$ cat src/sv/dmtg_pkg.sv
// Shared codes, constants and the stage type of the multi-wave tone generator.
package dmtg_pkg;

   // Wave selector codes
   localparam logic [2:0] WAVE_SILENCE  = 3'd0;
   localparam logic [2:0] WAVE_SINE     = 3'd1;
   localparam logic [2:0] WAVE_SQUARE   = 3'd2;
   localparam logic [2:0] WAVE_TRIANGLE = 3'd3;
   localparam logic [2:0] WAVE_SAWTOOTH = 3'd4;
   localparam logic [2:0] WAVE_NOISE    = 3'd5;
   localparam logic [2:0] WAVE_DTMF     = 3'd6;

   // Sample format codes
   localparam logic [1:0] FMT_U8  = 2'd0;
   localparam logic [1:0] FMT_S16 = 2'd1;
   localparam logic [1:0] FMT_S24 = 2'd2;
   localparam logic [1:0] FMT_S32 = 2'd3;

   // Register indexes of the control port
   localparam logic [2:0] REG_WAVE_TYPE     = 3'd0;
   localparam logic [2:0] REG_TONE_STEP     = 3'd1;
   localparam logic [2:0] REG_PHASE_OFFSET  = 3'd2;
   localparam logic [2:0] REG_AMPLITUDE     = 3'd3;
   localparam logic [2:0] REG_DTMF_COL_STEP = 3'd4;
   localparam logic [2:0] REG_DTMF_ROW_STEP = 3'd5;
   localparam logic [2:0] REG_SAMPLE_FORMAT = 3'd6;

   // Arithmetic constants
   localparam logic [31:0] PI_Q29    = 32'd1686629713;
   localparam logic [30:0] Q30_ONE   = 31'h4000_0000;
   localparam logic [15:0] AMP_FULL  = 16'd32768;
   localparam logic [31:0] LFSR_TAPS = 32'h8020_0003;
   localparam logic [31:0] LFSR_SEED = 32'd1;

   // Payload of the first stage, beside the table reads
   typedef struct packed {
      logic [2:0]         wave;
      logic               neg_a;
      logic               neg_b;
      logic signed [32:0] w_direct;
   } front_type;

endpackage

$ cat src/sv/dmtg_scale.sv
// Wave assembly, amplitude multiply, rounding and saturation to the format.
module dmtg_scale (
   input  logic                clock,
   input  logic                mul_en,
   input  logic                out_en,
   input  dmtg_pkg::front_type front_q,
   input  logic [30:0]         rom_a,
   input  logic [30:0]         rom_b,
   input  logic [15:0]         amplitude,
   input  logic [1:0]          sample_format,
   output logic [31:0]         sample
);
   import dmtg_pkg::*;

   logic signed [47:0] prod_ff;
   logic [31:0]        sample_ff;

   logic signed [32:0] a_s;
   logic signed [32:0] b_s;
   logic signed [32:0] w;
   logic [15:0]        amp_sat;
   logic signed [49:0] prod_full;
   logic               neg;
   logic [47:0]        mag;
   logic [33:0]        mag_r;
   logic [33:0]        hi;
   logic signed [33:0] res;
   logic [31:0]        sample_in;

   // Assemble the wave and scale it by the clamped gain
   always_comb begin
      a_s = front_q.neg_a ? -$signed({2'b00, rom_a}) : $signed({2'b00, rom_a});
      b_s = front_q.neg_b ? -$signed({2'b00, rom_b}) : $signed({2'b00, rom_b});
      case (front_q.wave)
         WAVE_SINE: w = $signed({a_s[31:0], 1'b0});
         WAVE_DTMF: w = a_s + b_s;
         default:   w = front_q.w_direct;
      endcase
      amp_sat   = (amplitude > AMP_FULL) ? AMP_FULL : amplitude;
      prod_full = w * $signed({1'b0, amp_sat});
   end

   always_ff @(posedge clock) begin
      if (mul_en) begin
         prod_ff <= prod_full[47:0];
      end
   end

   // Round the magnitude half away from zero, restore sign, saturate, offset U8
   always_comb begin
      neg = prod_ff[47];
      mag = neg ? 48'(-prod_ff) : 48'(prod_ff);
      case (sample_format)
         FMT_U8: begin
            mag_r = 34'((mag + (48'd1 << 38)) >> 39);
            hi    = 34'd127;
         end
         FMT_S16: begin
            mag_r = 34'((mag + (48'd1 << 30)) >> 31);
            hi    = 34'd32767;
         end
         FMT_S24: begin
            mag_r = 34'((mag + (48'd1 << 22)) >> 23);
            hi    = 34'd8388607;
         end
         default: begin
            mag_r = 34'((mag + (48'd1 << 14)) >> 15);
            hi    = 34'd2147483647;
         end
      endcase
      if (!neg) begin
         res = (mag_r > hi) ? $signed(hi) : $signed(mag_r);
      end else if (mag_r > hi + 34'd1) begin
         res = -$signed(hi + 34'd1);
      end else begin
         res = -$signed(mag_r);
      end
      if (sample_format == FMT_U8) begin
         res = res + 34'sd128;
      end
      sample_in = res[31:0];
   end

   always_ff @(posedge clock) begin
      if (out_en) begin
         sample_ff <= sample_in;
      end
   end

   assign sample = sample_ff;

endmodule

$ cat config.mk
export PLATFORM = sky130hd
export DESIGN_NAME = dmtg_scale
export DESIGN_NICKNAME = d
export VERILOG_FILES = /design/src/sv/dmtg_pkg.sv /design/src/sv/dmtg_scale.sv
export SDC_FILE = /design/constraint.sdc
export NUM_CORES = 2
export LEC_CHECK = 0
export ABC_AREA = 0
export ABC_CLOCK_PERIOD_IN_PS = 16700
export BUFFER_PORTS_ARGS = -buffer_cell sky130_fd_sc_hd__buf_4
export CORE_AREA = 2 2 236 238
export CTS_CLUSTER_DIAMETER = 30
export CTS_CLUSTER_SIZE = 14
export DETAILED_ROUTE_END_ITERATION = 10
export DIE_AREA = 0 0 238 240
export GPL_TIMING_DRIVEN = 1
export PLACE_DENSITY = 0.81
export SYNTH_ARGS = -nofsm -noshare
export SYNTH_HDL_FRONTEND = slang
export SYNTH_SLANG_ARGS = --single-unit
$ cat constraint.sdc
create_clock -name clock -period 16.7 [get_ports clock]
set_input_delay 4.175 -clock clock [delete_from_list [all_inputs] [get_ports clock]]
set_output_delay 4.175 -clock clock [all_outputs]
set_load 0.03 [all_outputs]
==> run summary <==
The analysis attributes to net switching a power of 3.87 mW. TritonCTS built the clock tree. The worst IR drop on VDD is 165 µV. The wire length of the first global-routing pass came out at 135000 µm.

The max-slew violation total from the final report came out at 0. The delay contributed by the slowest stage of the critical path is 580 ps. Max-cap violations in this run came to 0. The share of total power in combinational logic came out at 87.8%. STA classifies the critical path endpoint as a register. The most frequently used flop master after synthesis is sky130_fd_sc_hd__edfxtp_1. The area of the mapped netlist came out at 0.0298 mm². The width of the chip came out at 238 µm.

The cell at the slowest stage of the critical path is sky130_fd_sc_hd__or4_1. The total I/O pin count came out at 153. The initial antenna violation count is 0. Dividing total power by cell area gives a power density of 223 mW/mm².

The mean instance size in the synthesized netlist came out at 8.28 µm². The largest fanout on the critical path came out at 9. The sequential group share of total power came out at 9.4%.

The clock network burns 2.8% of the power. The share of the cycle needed by the critical path after routing is 93.4%. The count of nets after finishing is 4470. On the final layout, the worst clock skew is 11.7 ps. The highest achievable clock rate is 64.1 MHz.

The die extent in y is 240 µm. The final hold violation count came out at 0. After detailed routing, the average wire length per cell comes to 18.9 µm.

Summed over all layers, the global routing overflow is 0. The critical path class is in -> reg. The proportion of synthesized flip-flops having asynchronous set or reset came out at 0%. The via count of the first global-routing pass was 26500. After clock tree synthesis, the repair step resized 0 gates. For this design the static power due to leakage is 15.0 nW. The routed wire length is 82600 µm. The first detailed-routing pass took 9 iterations. Compared with the post-synthesis result, the final layout area differs by 7.39%. The hold-fix buffer count after cts is 0. After floorplanning, the core was divided into 86 placement rows. The slew of the pin with the lowest slew margin is 1240 ps. The run finished, with violations left. Counting I/O delays and the setup requirement, the final critical path takes 15600 ps. The register bit count reported by yosys came out at 80. Summed over all failing endpoints, the final setup total negative slack is 0 ps.

The clock buffer count from CTS came out at 9. The gate count after technology mapping is 3596. Among cell families on the critical path, the largest total delay comes from compound AO/OA/AOI/OAI gates. The number of buffer and inverter stages on the critical path is 5. The routed via count came out at 25900. The violation count after the first detailed-routing iteration came out at 2050.

The H-tree depth came out at 3. The count of filler cells inserted in the layout came out at 4758. The critical path data required time came out at 16790 ps. The number of I/O port buffers is 152. The detailed-route DRC error count is 1.

Using the TritonRoute via totals, the vias-per-cell ratio works out to 5.92. The relative max-transition margin is 15.0%. The Yosys warning count is 0.

The count of final setup violators is 0. The initial standard-cell utilization of the core came out at 54.5%. Setup repair after global routing left no endpoint under its margin.

The latest clock arrival within the worst-skew pair came out at 360 ps. The final reports fail on design-rule violations. The maximum root-to-sink buffer count came out at 2.

The fraction of layout instances using a drive strength above 1 is 8.00%. The remaining number of nets flagged by the antenna check after routing came out at 0. The path class of the tightest hold or removal check is reg -> reg.

The internal power is 3.25 mW. The die covers 0.0571 mm². The pin count of the biggest net entering global routing came out at 56. The area inside the core boundary came out at 0.0547 mm².

The clock input transition at the sequential cells of the worst setup and hold paths is 60 ps. The overall power is 7.13 mW. The proportion of synthesized chip area in sequential cells came out at 8.07%. The count of distinct cell types in the synthesized netlist is 101. The antenna diode count came out at 0. The number of enable-type register cells in the synthesized netlist came out at 80. The number of buffers inserted to repair setup after CTS is 0. The data arrival time of the worst path is 15690 ps. The sink count of the clock tree is 80. The placer congestion estimate is 0.983. In the global route stage, overall resource usage came out at 29.6%.

The buffer type at the clock tree root is sky130_fd_sc_hd__clkbuf_16. The placed wire-length estimate after detailed placement is 66800 µm. The switching share of total power came out at 54.4%. STA classifies the critical path startpoint as a primary input.
## worst reg2reg max path, delay by kind of cell, from the launching register on
kind                       cells  cell delay [ps]
AOI/OAI and AO/OA             12             2890
xor gates and xnor gates       2              320
adders and majority gates      3              650
buffers and inverters          3              320
DFF                            1              530
muxes                          2              420
and+or+nand+nor               13             4390
## sequential cells by signal (all words and copies together) (netlist names)
name / count
prod_ff: 48
sample: 32
## layer usage
metal	wire [µm]	vias to the layer above	global-route usage, %
met5	0	-	0
met2	38900	1291	50.0
met4	3870	0	12.7
met3	7650	268	5.12
met1	32200	12600	37.6
li1	-	11800	-
## logic make-up (layout without fill, tap and decap cells)
kind of cell | count (synthesis) | in the layout | share of synthesized area (%)
adder cells (fa/ha/maj) | 680 | 680 | 40.9
flip-flops | 80 | 80 | 8.07
other | 1 | 14 | 0.0126
AND/OR/NAND/NOR | 1217 | 1217 | 19.5
XOR/XNOR | 248 | 248 | 7.49
AO/OA/AOI/OAI | 553 | 553 | 13.0
buffers and inverters | 790 | 856 | 10.1
multiplexers | 27 | 27 | 0.963
## cell type report
cell class / instances / area [µm²] / area share (%)
Clock buffer: 9 / 225 / 0.705
Clock inverter: 7 / 70.1 / 0.219
Inverter: 633 / 2380 / 7.43
Multi-Input combinational cell: 2739 / 24500 / 76.5
Sequential cell: 80 / 2400 / 7.51
Tap cell: 704 / 881 / 2.76
Timing Repair Buffer: 207 / 1550 / 4.86
## final timing paths
| path | depth (start not counted) | slack [ps] | start | end |
|---|---|---|---|---|
| min reg2reg | 3 | 1260 | prod_ff[47] | sample[5] |
| max | 48 | 1100 | rom_b[8] | prod_ff[47] |
| max reg2reg | 35 | 6960 | prod_ff[21] | sample[11] |
| min | 3 | 1260 | prod_ff[47] | sample[5] |
## placed cells by master (no fill, tap or decap), types with 44 or more instances in the layout
cell type	count
sky130_fd_sc_hd__nand3_1	46
sky130_fd_sc_hd__nor2_1	361
sky130_fd_sc_hd__ha_1	192
sky130_fd_sc_hd__xor2_1	63
sky130_fd_sc_hd__nand2_1	386
sky130_fd_sc_hd__a21o_1	47
sky130_fd_sc_hd__a21oi_1	124
sky130_fd_sc_hd__nor3_1	44
sky130_fd_sc_hd__buf_4	207
sky130_fd_sc_hd__inv_1	629
sky130_fd_sc_hd__xnor2_1	179
sky130_fd_sc_hd__fa_1	487
sky130_fd_sc_hd__nand2b_1	65
sky130_fd_sc_hd__edfxtp_1	80
sky130_fd_sc_hd__o21ai_0	92
sky130_fd_sc_hd__and2_1	80
## stage by stage
stage	util [%]	setup slack (ps)	cells	hold slack [ps]	area [µm²]
after global placement	57.9	952	4363	1240	31700
after global routing	58.5	321	4379	1330	32000
final	58.5	1100	4379	1260	32000
after CTS	58.5	1140	4379	1250	32000
after detailed placement	57.9	808	4363	1240	31700
after floorplan	-	1640	3609	981	29800
## cells in the mapped netlist (all sizes together), types with 7 or more instances
| master | instances | share of area [%] |
|---|---|---|
| a22oi | 9 | 0.23 |
| inv | 630 | 7.9 |
| nor2 | 362 | 4.6 |
| a221oi | 12 | 0.40 |
| o21ai | 101 | 1.7 |
| nor4 | 31 | 0.71 |
| and4 | 7 | 0.21 |
| edfxtp | 80 | 8.1 |
| clkbuf | 130 | 1.6 |
| o21bai | 8 | 0.20 |
| and3 | 28 | 0.59 |
| a31oi | 18 | 0.45 |
| or3 | 30 | 0.63 |
| fa | 487 | 33 |
| nand4 | 33 | 0.69 |
| xor2 | 66 | 2.0 |
| nand3 | 47 | 0.81 |
| xnor2 | 180 | 5.3 |
| nor3b | 7 | 0.18 |
| o211ai | 15 | 0.38 |
| a21o | 47 | 1.2 |
| a31o | 7 | 0.21 |
| a221o | 12 | 0.40 |
| mux2i | 23 | 0.77 |
| o31a | 14 | 0.41 |
| a211o | 8 | 0.24 |
| nor2b | 37 | 0.78 |
| or4 | 24 | 0.64 |
| or2 | 12 | 0.25 |
| ha | 192 | 8.1 |
| a21oi | 124 | 2.1 |
| nand2 | 386 | 4.9 |
| o41ai | 19 | 0.61 |
| nand2b | 65 | 1.4 |
| o31ai | 33 | 0.90 |
| nor3 | 47 | 0.84 |
| buf | 27 | 0.45 |
| o22ai | 10 | 0.21 |
| a211oi | 22 | 0.57 |
| o21a | 23 | 0.58 |
| and2 | 83 | 1.7 |
## power by group through the flow
stage                     logic (mW)  clock network [mW]  registers [mW]
after floorplan                 4.65                   0           0.698
after global placement          5.99                   0           0.667
after detailed placement        6.15                   0           0.671
after CTS                       6.20               0.202           0.668
after global routing            7.01               0.209           0.682
final                           6.26               0.199           0.669
(Power assumes the default switching activity.)
