--- src/sv/dmtg_pkg.sv ---
// Shared codes, constants and the stage type of the multi-wave tone generator.
package dmtg_pkg;

   // Wave selector codes
   localparam logic [2:0] WAVE_SILENCE  = 3'd0;
   localparam logic [2:0] WAVE_SINE     = 3'd1;
   localparam logic [2:0] WAVE_SQUARE   = 3'd2;
   localparam logic [2:0] WAVE_TRIANGLE = 3'd3;
   localparam logic [2:0] WAVE_SAWTOOTH = 3'd4;
   localparam logic [2:0] WAVE_NOISE    = 3'd5;
   localparam logic [2:0] WAVE_DTMF     = 3'd6;

   // Sample format codes
   localparam logic [1:0] FMT_U8  = 2'd0;
   localparam logic [1:0] FMT_S16 = 2'd1;
   localparam logic [1:0] FMT_S24 = 2'd2;
   localparam logic [1:0] FMT_S32 = 2'd3;

   // Register indexes of the control port
   localparam logic [2:0] REG_WAVE_TYPE     = 3'd0;
   localparam logic [2:0] REG_TONE_STEP     = 3'd1;
   localparam logic [2:0] REG_PHASE_OFFSET  = 3'd2;
   localparam logic [2:0] REG_AMPLITUDE     = 3'd3;
   localparam logic [2:0] REG_DTMF_COL_STEP = 3'd4;
   localparam logic [2:0] REG_DTMF_ROW_STEP = 3'd5;
   localparam logic [2:0] REG_SAMPLE_FORMAT = 3'd6;

   // Arithmetic constants
   localparam logic [31:0] PI_Q29    = 32'd1686629713;
   localparam logic [30:0] Q30_ONE   = 31'h4000_0000;
   localparam logic [15:0] AMP_FULL  = 16'd32768;
   localparam logic [31:0] LFSR_TAPS = 32'h8020_0003;
   localparam logic [31:0] LFSR_SEED = 32'd1;

   // Payload of the first stage, beside the table reads
   typedef struct packed {
      logic [2:0]         wave;
      logic               neg_a;
      logic               neg_b;
      logic signed [32:0] w_direct;
   } front_type;

endpackage

--- src/sv/dmtg_front.sv ---
// Phase accumulators, noise LFSR, table addressing and direct waves.
module dmtg_front #(
   parameter int PHASE_BITS      = 32,
   parameter int SINE_TABLE_BITS = 10
) (
   input  logic                     clock,
   input  logic                     reset,
   input  logic                     load_en,
   input  logic                     accept,
   input  logic                     restart_phase,
   input  logic [2:0]               wave_type,
   input  logic [31:0]              tone_step,
   input  logic [31:0]              phase_offset,
   input  logic [31:0]              dtmf_col_step,
   input  logic [31:0]              dtmf_row_step,
   output logic [SINE_TABLE_BITS:0] addr_a,
   output logic [SINE_TABLE_BITS:0] addr_b,
   output dmtg_pkg::front_type      front_q
);
   import dmtg_pkg::*;

   localparam int SHIFT_UP = (PHASE_BITS >= 32) ? PHASE_BITS - 32 : 0;
   localparam int SHIFT_DN = (PHASE_BITS < 32) ? 32 - PHASE_BITS : 0;
   localparam logic [SINE_TABLE_BITS:0] TABLE_N = (SINE_TABLE_BITS + 1)'(1 << SINE_TABLE_BITS);

   // Align a 32-bit cycle fraction to the accumulator width
   function automatic logic [PHASE_BITS-1:0] to_phase(input logic [31:0] v);
      logic [63:0] w;
      w = 64'(v);
      w = (w << SHIFT_UP) >> SHIFT_DN;
      return w[PHASE_BITS-1:0];
   endfunction

   // Align an accumulator value to a 32-bit cycle fraction
   function automatic logic [31:0] to_frac(input logic [PHASE_BITS-1:0] p);
      logic [63:0] w;
      w = 64'(p);
      w = (w >> SHIFT_UP) << SHIFT_DN;
      return w[31:0];
   endfunction

   // Table index of a sine of a 32-bit angle (the sign is bit 31 of the angle)
   function automatic logic [SINE_TABLE_BITS:0] table_addr(input logic [31:0] ang);
      logic [SINE_TABLE_BITS:0] k;
      k = {1'b0, ang[29 -: SINE_TABLE_BITS]};
      return ang[30] ? TABLE_N - k : k;
   endfunction

   logic [PHASE_BITS-1:0] tone_ff;
   logic [PHASE_BITS-1:0] col_ff;
   logic [PHASE_BITS-1:0] row_ff;
   logic [31:0]           lfsr_ff;
   front_type             front_ff;

   logic [PHASE_BITS-1:0] tone_base;
   logic [PHASE_BITS-1:0] col_base;
   logic [PHASE_BITS-1:0] row_base;
   logic [PHASE_BITS-1:0] tone_in;
   logic [PHASE_BITS-1:0] col_in;
   logic [PHASE_BITS-1:0] row_in;
   logic [31:0]           lfsr_in;
   logic [31:0]           u;
   logic [31:0]           ang_a;
   logic [31:0]           ang_b;
   logic signed [34:0]    tri_w;
   front_type             front_in;

   // Clear the accumulators ahead of this sample on restart
   always_comb begin
      tone_base = restart_phase ? '0 : tone_ff;
      col_base  = restart_phase ? '0 : col_ff;
      row_base  = restart_phase ? '0 : row_ff;
      tone_in   = tone_base + to_phase(tone_step);
      col_in    = (wave_type == WAVE_DTMF) ? col_base + to_phase(dtmf_col_step) : col_base;
      row_in    = (wave_type == WAVE_DTMF) ? row_base + to_phase(dtmf_row_step) : row_base;
      lfsr_in   = (lfsr_ff >> 1) ^ (lfsr_ff[0] ? LFSR_TAPS : 32'd0);
   end

   // Table angles: port A serves the sine or the column tone, port B the row tone
   always_comb begin
      u      = to_frac(tone_base);
      ang_a  = (wave_type == WAVE_SINE) ? to_frac(tone_base + to_phase(phase_offset))
                                        : to_frac(col_base);
      ang_b  = to_frac(row_base);
      addr_a = table_addr(ang_a);
      addr_b = table_addr(ang_b);
   end

   // Waves that need no table
   always_comb begin
      if (u <= 32'h8000_0000) begin
         tri_w = $signed({2'b00, u, 1'b0}) - 35'sd2147483648;
      end else begin
         tri_w = 35'sd6442450944 - $signed({2'b00, u, 1'b0});
      end
      front_in.wave  = wave_type;
      front_in.neg_a = ang_a[31];
      front_in.neg_b = ang_b[31];
      case (wave_type)
         WAVE_SQUARE:   front_in.w_direct = u[31] ? -33'sd2147483648 : 33'sd2147483648;
         WAVE_TRIANGLE: front_in.w_direct = tri_w[32:0];
         WAVE_SAWTOOTH: front_in.w_direct = $signed({1'b0, u}) - 33'sd2147483648;
         WAVE_NOISE:    front_in.w_direct = $signed({2'b00, lfsr_in[31:1]});
         default:       front_in.w_direct = '0;
      endcase
   end

   // Advance state on each accepted item
   always_ff @(posedge clock) begin
      if (reset) begin
         tone_ff <= '0;
         col_ff  <= '0;
         row_ff  <= '0;
         lfsr_ff <= LFSR_SEED;
      end else if (accept) begin
         tone_ff <= tone_in;
         col_ff  <= col_in;
         row_ff  <= row_in;
         if (wave_type == WAVE_NOISE) begin
            lfsr_ff <= lfsr_in;
         end
      end
   end

   // Stage register beside the table read
   always_ff @(posedge clock) begin
      if (load_en) begin
         front_ff <= front_in;
      end
   end

   assign front_q = front_ff;

endmodule

--- config.mk ---
export PLATFORM = sky130hd
export DESIGN_NAME = dmtg_front
export DESIGN_NICKNAME = d
export VERILOG_FILES = /design/src/sv/dmtg_pkg.sv /design/src/sv/dmtg_front.sv
export SDC_FILE = /design/constraint.sdc
export NUM_CORES = 1
export LEC_CHECK = 0
export BUFFER_PORTS_ARGS = -buffer_cell sky130_fd_sc_hd__clkbuf_2
export CORE_MARGIN = 2
export CORE_UTILIZATION = 45
export DETAILED_ROUTE_END_ITERATION = 12
export PLACE_DENSITY = 0.72
export SLEW_MARGIN = 40
export SYNTH_ARGS = -nofsm -noshare
export SYNTH_HDL_FRONTEND = slang
export SYNTH_SLANG_ARGS = --single-unit
--- constraint.sdc ---
create_clock -name clock -period 14.4 [get_ports clock]
set_input_delay 1.44 -clock clock [delete_from_list [all_inputs] [get_ports clock]]
set_output_delay 1.44 -clock clock [all_outputs]
set_load 0.02 [all_outputs]
==> impl_metrics.env <==
export IMPL_worst_r2r_setup_slack_ns=10.21
export IMPL_grt_overflow_total=0
export IMPL_ctsHtreeMaxLevel=4
export IMPL_layer_carrying_the_most_global_route_usage="met2"
export IMPL_layout_min_cycle_time_ns=6.90
export IMPL_slew_headroom=0.455
export IMPL_synth_seq_cells=166
export IMPL_fp_dieW_um=192
export IMPL_arrival_ns=5.46
export IMPL_reg2reg_depth=14
export IMPL_powerDensity_mw_per_mm2=77.3
export IMPL_critical_path_startpoint_type="primary input"
export IMPL_drt_iter0_drc=1496
export IMPL_cap_violations=0
export IMPL_hold_path_class="flip-flop to flip-flop"
export IMPL_met1_usage=0.358
export IMPL_ys_dominant_reg_cell="sky130_fd_sc_hd__dfxtp_1"
export IMPL_worst_pin_slew_ns=0.815
export IMPL_cts_sinks=166
export IMPL_totalPowerFinal_w=0.00135
export IMPL_crit_path_end_kind="output port"
export IMPL_final_max_slew_violation_count=0
export IMPL_post_synth_num_cell_types=130
export IMPL_layout_cells_sized_above_1=0.145
export IMPL_wirelength_per_cell_um=19.2
export IMPL_wirelength_mm=50.9
export IMPL_worst_path_setup_slack_after_routing_ns=7.50
export IMPL_gr_usage_all_layers=0.273
export IMPL_detail_route_antenna_nets=0
export IMPL_starting_density_of_the_core=0.458
export IMPL_cts_buffer_depth=2
export IMPL_dp_hpwl_mm=37.5
export IMPL_final_util=0.504
export IMPL_placement_setup_worst_slack_ns=7.60
export IMPL_run_status="finished clean"
export IMPL_cp_data_required_time_ns=12.96
export IMPL_clock_tree_from_tritoncts="done"
export IMPL_crit_path_max_fo=138
export IMPL_cts_reportedPaths_clkPinSlew_ns=0.08
export IMPL_die_height_um=192
export IMPL_met2_usage=0.441
export IMPL_grt_start_max_net_pins=139
export IMPL_postCtsResizedCells=0
export IMPL_placeableCoreArea_mm2=0.0346
export IMPL_async_reset_ff_frac=0
export IMPL_setup_worst_path_class="primary input to output port"
export IMPL_finalNetCount=2412
export IMPL_residual_drc_count=0
export IMPL_antenna_found_initial=3
export IMPL_hold_slack_ns=0.452
export IMPL_max_vdd_ir_drop_uv=85.5
export IMPL_number_of_global_route_vias_before_repair=14900
export IMPL_postSynthCellCount=2108
export IMPL_place_congestion=0.965
export IMPL_grt_setup_unrepaired="no"
export IMPL_die_area_mm2=0.0368
export IMPL_hold_viol=0
export IMPL_grt_pass1_wl_mm=79.3
export IMPL_worst_clock_skew_ns=0.0140
export IMPL_via_count=16200
export IMPL_core_rowCount=68
export IMPL_yosysWarningCount=0
export IMPL_synthToLayoutAreaGrowth_pct=10.0
export IMPL_report_final_setup_viol=0
export IMPL_drt_pass1_iter_count=6
export IMPL_synth_edff_count=38
export IMPL_seq_area_frac_synth=0.234
export IMPL_boundaryPins=196
export IMPL_number_of_buffers_inserted_by_post_cts_setup_repair=0
export IMPL_placement_io_buffers=195
export IMPL_clock_latency_late_sink_ns=0.46
export IMPL_numCtsBuffers=17
export IMPL_finalSetupTns_ns=0
export IMPL_power_static_leakage_nw=7.17
export IMPL_hold_buffers=0
export IMPL_achievable_frequency_mhz=145
export IMPL_root_buffer="sky130_fd_sc_hd__clkbuf_16"
export IMPL_grt_util_met3=0.0453
export IMPL_synth_nets=2335
export IMPL_min_period_over_period=0.479
export IMPL_holdPathStages=2
export IMPL_syn_cell_area_mm2=0.0159
export IMPL_via_count_normalized_by_instance_count=6.09
export IMPL_postSynthAreaPerCell_um2=7.52
cell families (layout without fill, tap and decap cells):
| logic type | Yosys count | after routing | share of synthesized area |
|---|---|---|---|
| xor+xnor | 128 | 128 | 0.0707 |
| buf+inv | 219 | 309 | 0.0612 |
| flops | 166 | 166 | 0.234 |
| simple gates | 787 | 787 | 0.247 |
| mux | 29 | 29 | 0.0192 |
| compound gates | 681 | 681 | 0.291 |
| fa+ha+maj | 98 | 98 | 0.0773 |
| other cells | 0 | 2 | 0 |
critical path, cell delays in order:
cell and delay [ns]:
sky130_fd_sc_hd__buf_6 0.35, sky130_fd_sc_hd__buf_12 0.55, sky130_fd_sc_hd__and2b_4 0.29, sky130_fd_sc_hd__ha_1 0.22, sky130_fd_sc_hd__a21o_1 0.18, sky130_fd_sc_hd__a21o_1 0.17, sky130_fd_sc_hd__a21o_1 0.17, sky130_fd_sc_hd__a21oi_1 0.26
sky130_fd_sc_hd__a21bo_2 0.26, sky130_fd_sc_hd__o21ai_1 0.20, sky130_fd_sc_hd__a21oi_2 0.11, sky130_fd_sc_hd__mux2i_1 0.27, sky130_fd_sc_hd__nand2_2 0.18, sky130_fd_sc_hd__a21boi_1 0.20, sky130_fd_sc_hd__xnor2_1 0.31, sky130_fd_sc_hd__clkbuf_2 0.24
cell usage in the layout (no fill, tap or decap), types with 23 or more instances in the layout:
| cell type | netlist | final |
|---|---|---|
| sky130_fd_sc_hd__nor3_1 | 38 | 38 |
| sky130_fd_sc_hd__mux2i_1 | 25 | 25 |
| sky130_fd_sc_hd__o31ai_1 | 24 | 24 |
| sky130_fd_sc_hd__a31oi_1 | 31 | 31 |
| sky130_fd_sc_hd__nor2b_1 | 85 | 85 |
| sky130_fd_sc_hd__dfxtp_1 | 128 | 128 |
| sky130_fd_sc_hd__o21a_1 | 23 | 23 |
| sky130_fd_sc_hd__a21oi_1 | 167 | 166 |
| sky130_fd_sc_hd__a22oi_1 | 31 | 31 |
| sky130_fd_sc_hd__inv_1 | 67 | 67 |
| sky130_fd_sc_hd__nand2_1 | 228 | 227 |
| sky130_fd_sc_hd__edfxtp_1 | 38 | 38 |
| sky130_fd_sc_hd__xor2_1 | 51 | 51 |
| sky130_fd_sc_hd__a21o_1 | 37 | 37 |
| sky130_fd_sc_hd__o22ai_1 | 34 | 34 |
| sky130_fd_sc_hd__clkbuf_2 | 0 | 192 |
| sky130_fd_sc_hd__nand3_1 | 50 | 49 |
| sky130_fd_sc_hd__nor2_1 | 217 | 216 |
| sky130_fd_sc_hd__xnor2_1 | 77 | 77 |
| sky130_fd_sc_hd__o211ai_1 | 23 | 23 |
| sky130_fd_sc_hd__o21ai_0 | 118 | 117 |
| sky130_fd_sc_hd__ha_1 | 89 | 89 |
through the flow:
stage,instances,area [um2]
4_1_cts,2652,17400
6_report,2655,17400
3_3_place_gp,2620,16800
5_1_grt,2653,17400
3_5_place_dp,2620,16800
2_1_floorplan,2108,15900
cells in the mapped netlist, drive strengths merged (21+ instances only):
library cell    n  share of area
xor2           51          0.028
nor3           39          0.013
o22ai          37          0.016
edfxtp         38          0.072
clkbuf         97          0.024
o211ai         24          0.012
nor2          218          0.052
nand2         229          0.054
a22oi          32          0.015
a31oi          33          0.014
ha             89          0.070
nor2b          86          0.034
a211oi         22          0.012
buf            52          0.020
a21oi         169          0.054
xnor2          77          0.043
dfxtp         128           0.16
a21o           37          0.018
nand3          50          0.016
inv            69          0.016
o21a           23          0.011
o21ai         137          0.043
o31ai          25          0.012
nand2b         21         0.0088
mux2i          27          0.018
per-layer routing:
| metal | wire, um | vias up |
|---|---|---|
| met5 | 27 | - |
| met2 | 23300 | 631 |
| li1 | - | 7838 |
| met4 | 1930 | 4 |
| met1 | 21800 | 7592 |
| met3 | 3800 | 99 |
power by group:
part / leakage [nW] / internal (W) / switching (W) / total (W)
registers: 1.43 / 0.000493 / 0.0000305 / 0.000524
clock network: 0.290 / 0.000232 / 0.000234 / 0.000465
logic: 5.45 / 0.000133 / 0.000225 / 0.000358
total: 7.17 / 0.000858 / 0.000489 / 0.00135
sequential cells by signal, summed over array words and instances, names as in the netlist:
signal	cells
lfsr_ff	32
tone_ff	32
col_ff	32
row_ff	32
front_q	38
layout make-up:
| type | count | area (um2) |
|---|---|---|
| Fill cell | 3436 | 17200 |
| Clock buffer | 17 | 425 |
| Timing Repair Buffer | 208 | 1110 |
| Inverter | 69 | 262 |
| Antenna cell | 2 | 5.00 |
| Tap cell | 455 | 569 |
| Sequential cell | 166 | 3700 |
| Multi-Input combinational cell | 1723 | 11200 |
| Clock inverter | 15 | 163 |
final timing paths:
path                                         startpoint                        to
worst max-delay path                      restart_phase                 addr_a[7]
worst min-delay path            col_ff[21]$_SDFFE_PP0P_   col_ff[21]$_SDFFE_PP0P_
worst max register to register  tone_ff[0]$_SDFFE_PP0P_  tone_ff[30]$_SDFFE_PP0P_
worst min register to register  col_ff[21]$_SDFFE_PP0P_   col_ff[21]$_SDFFE_PP0P_
Note: power is estimated with default switching activity, not from simulation.
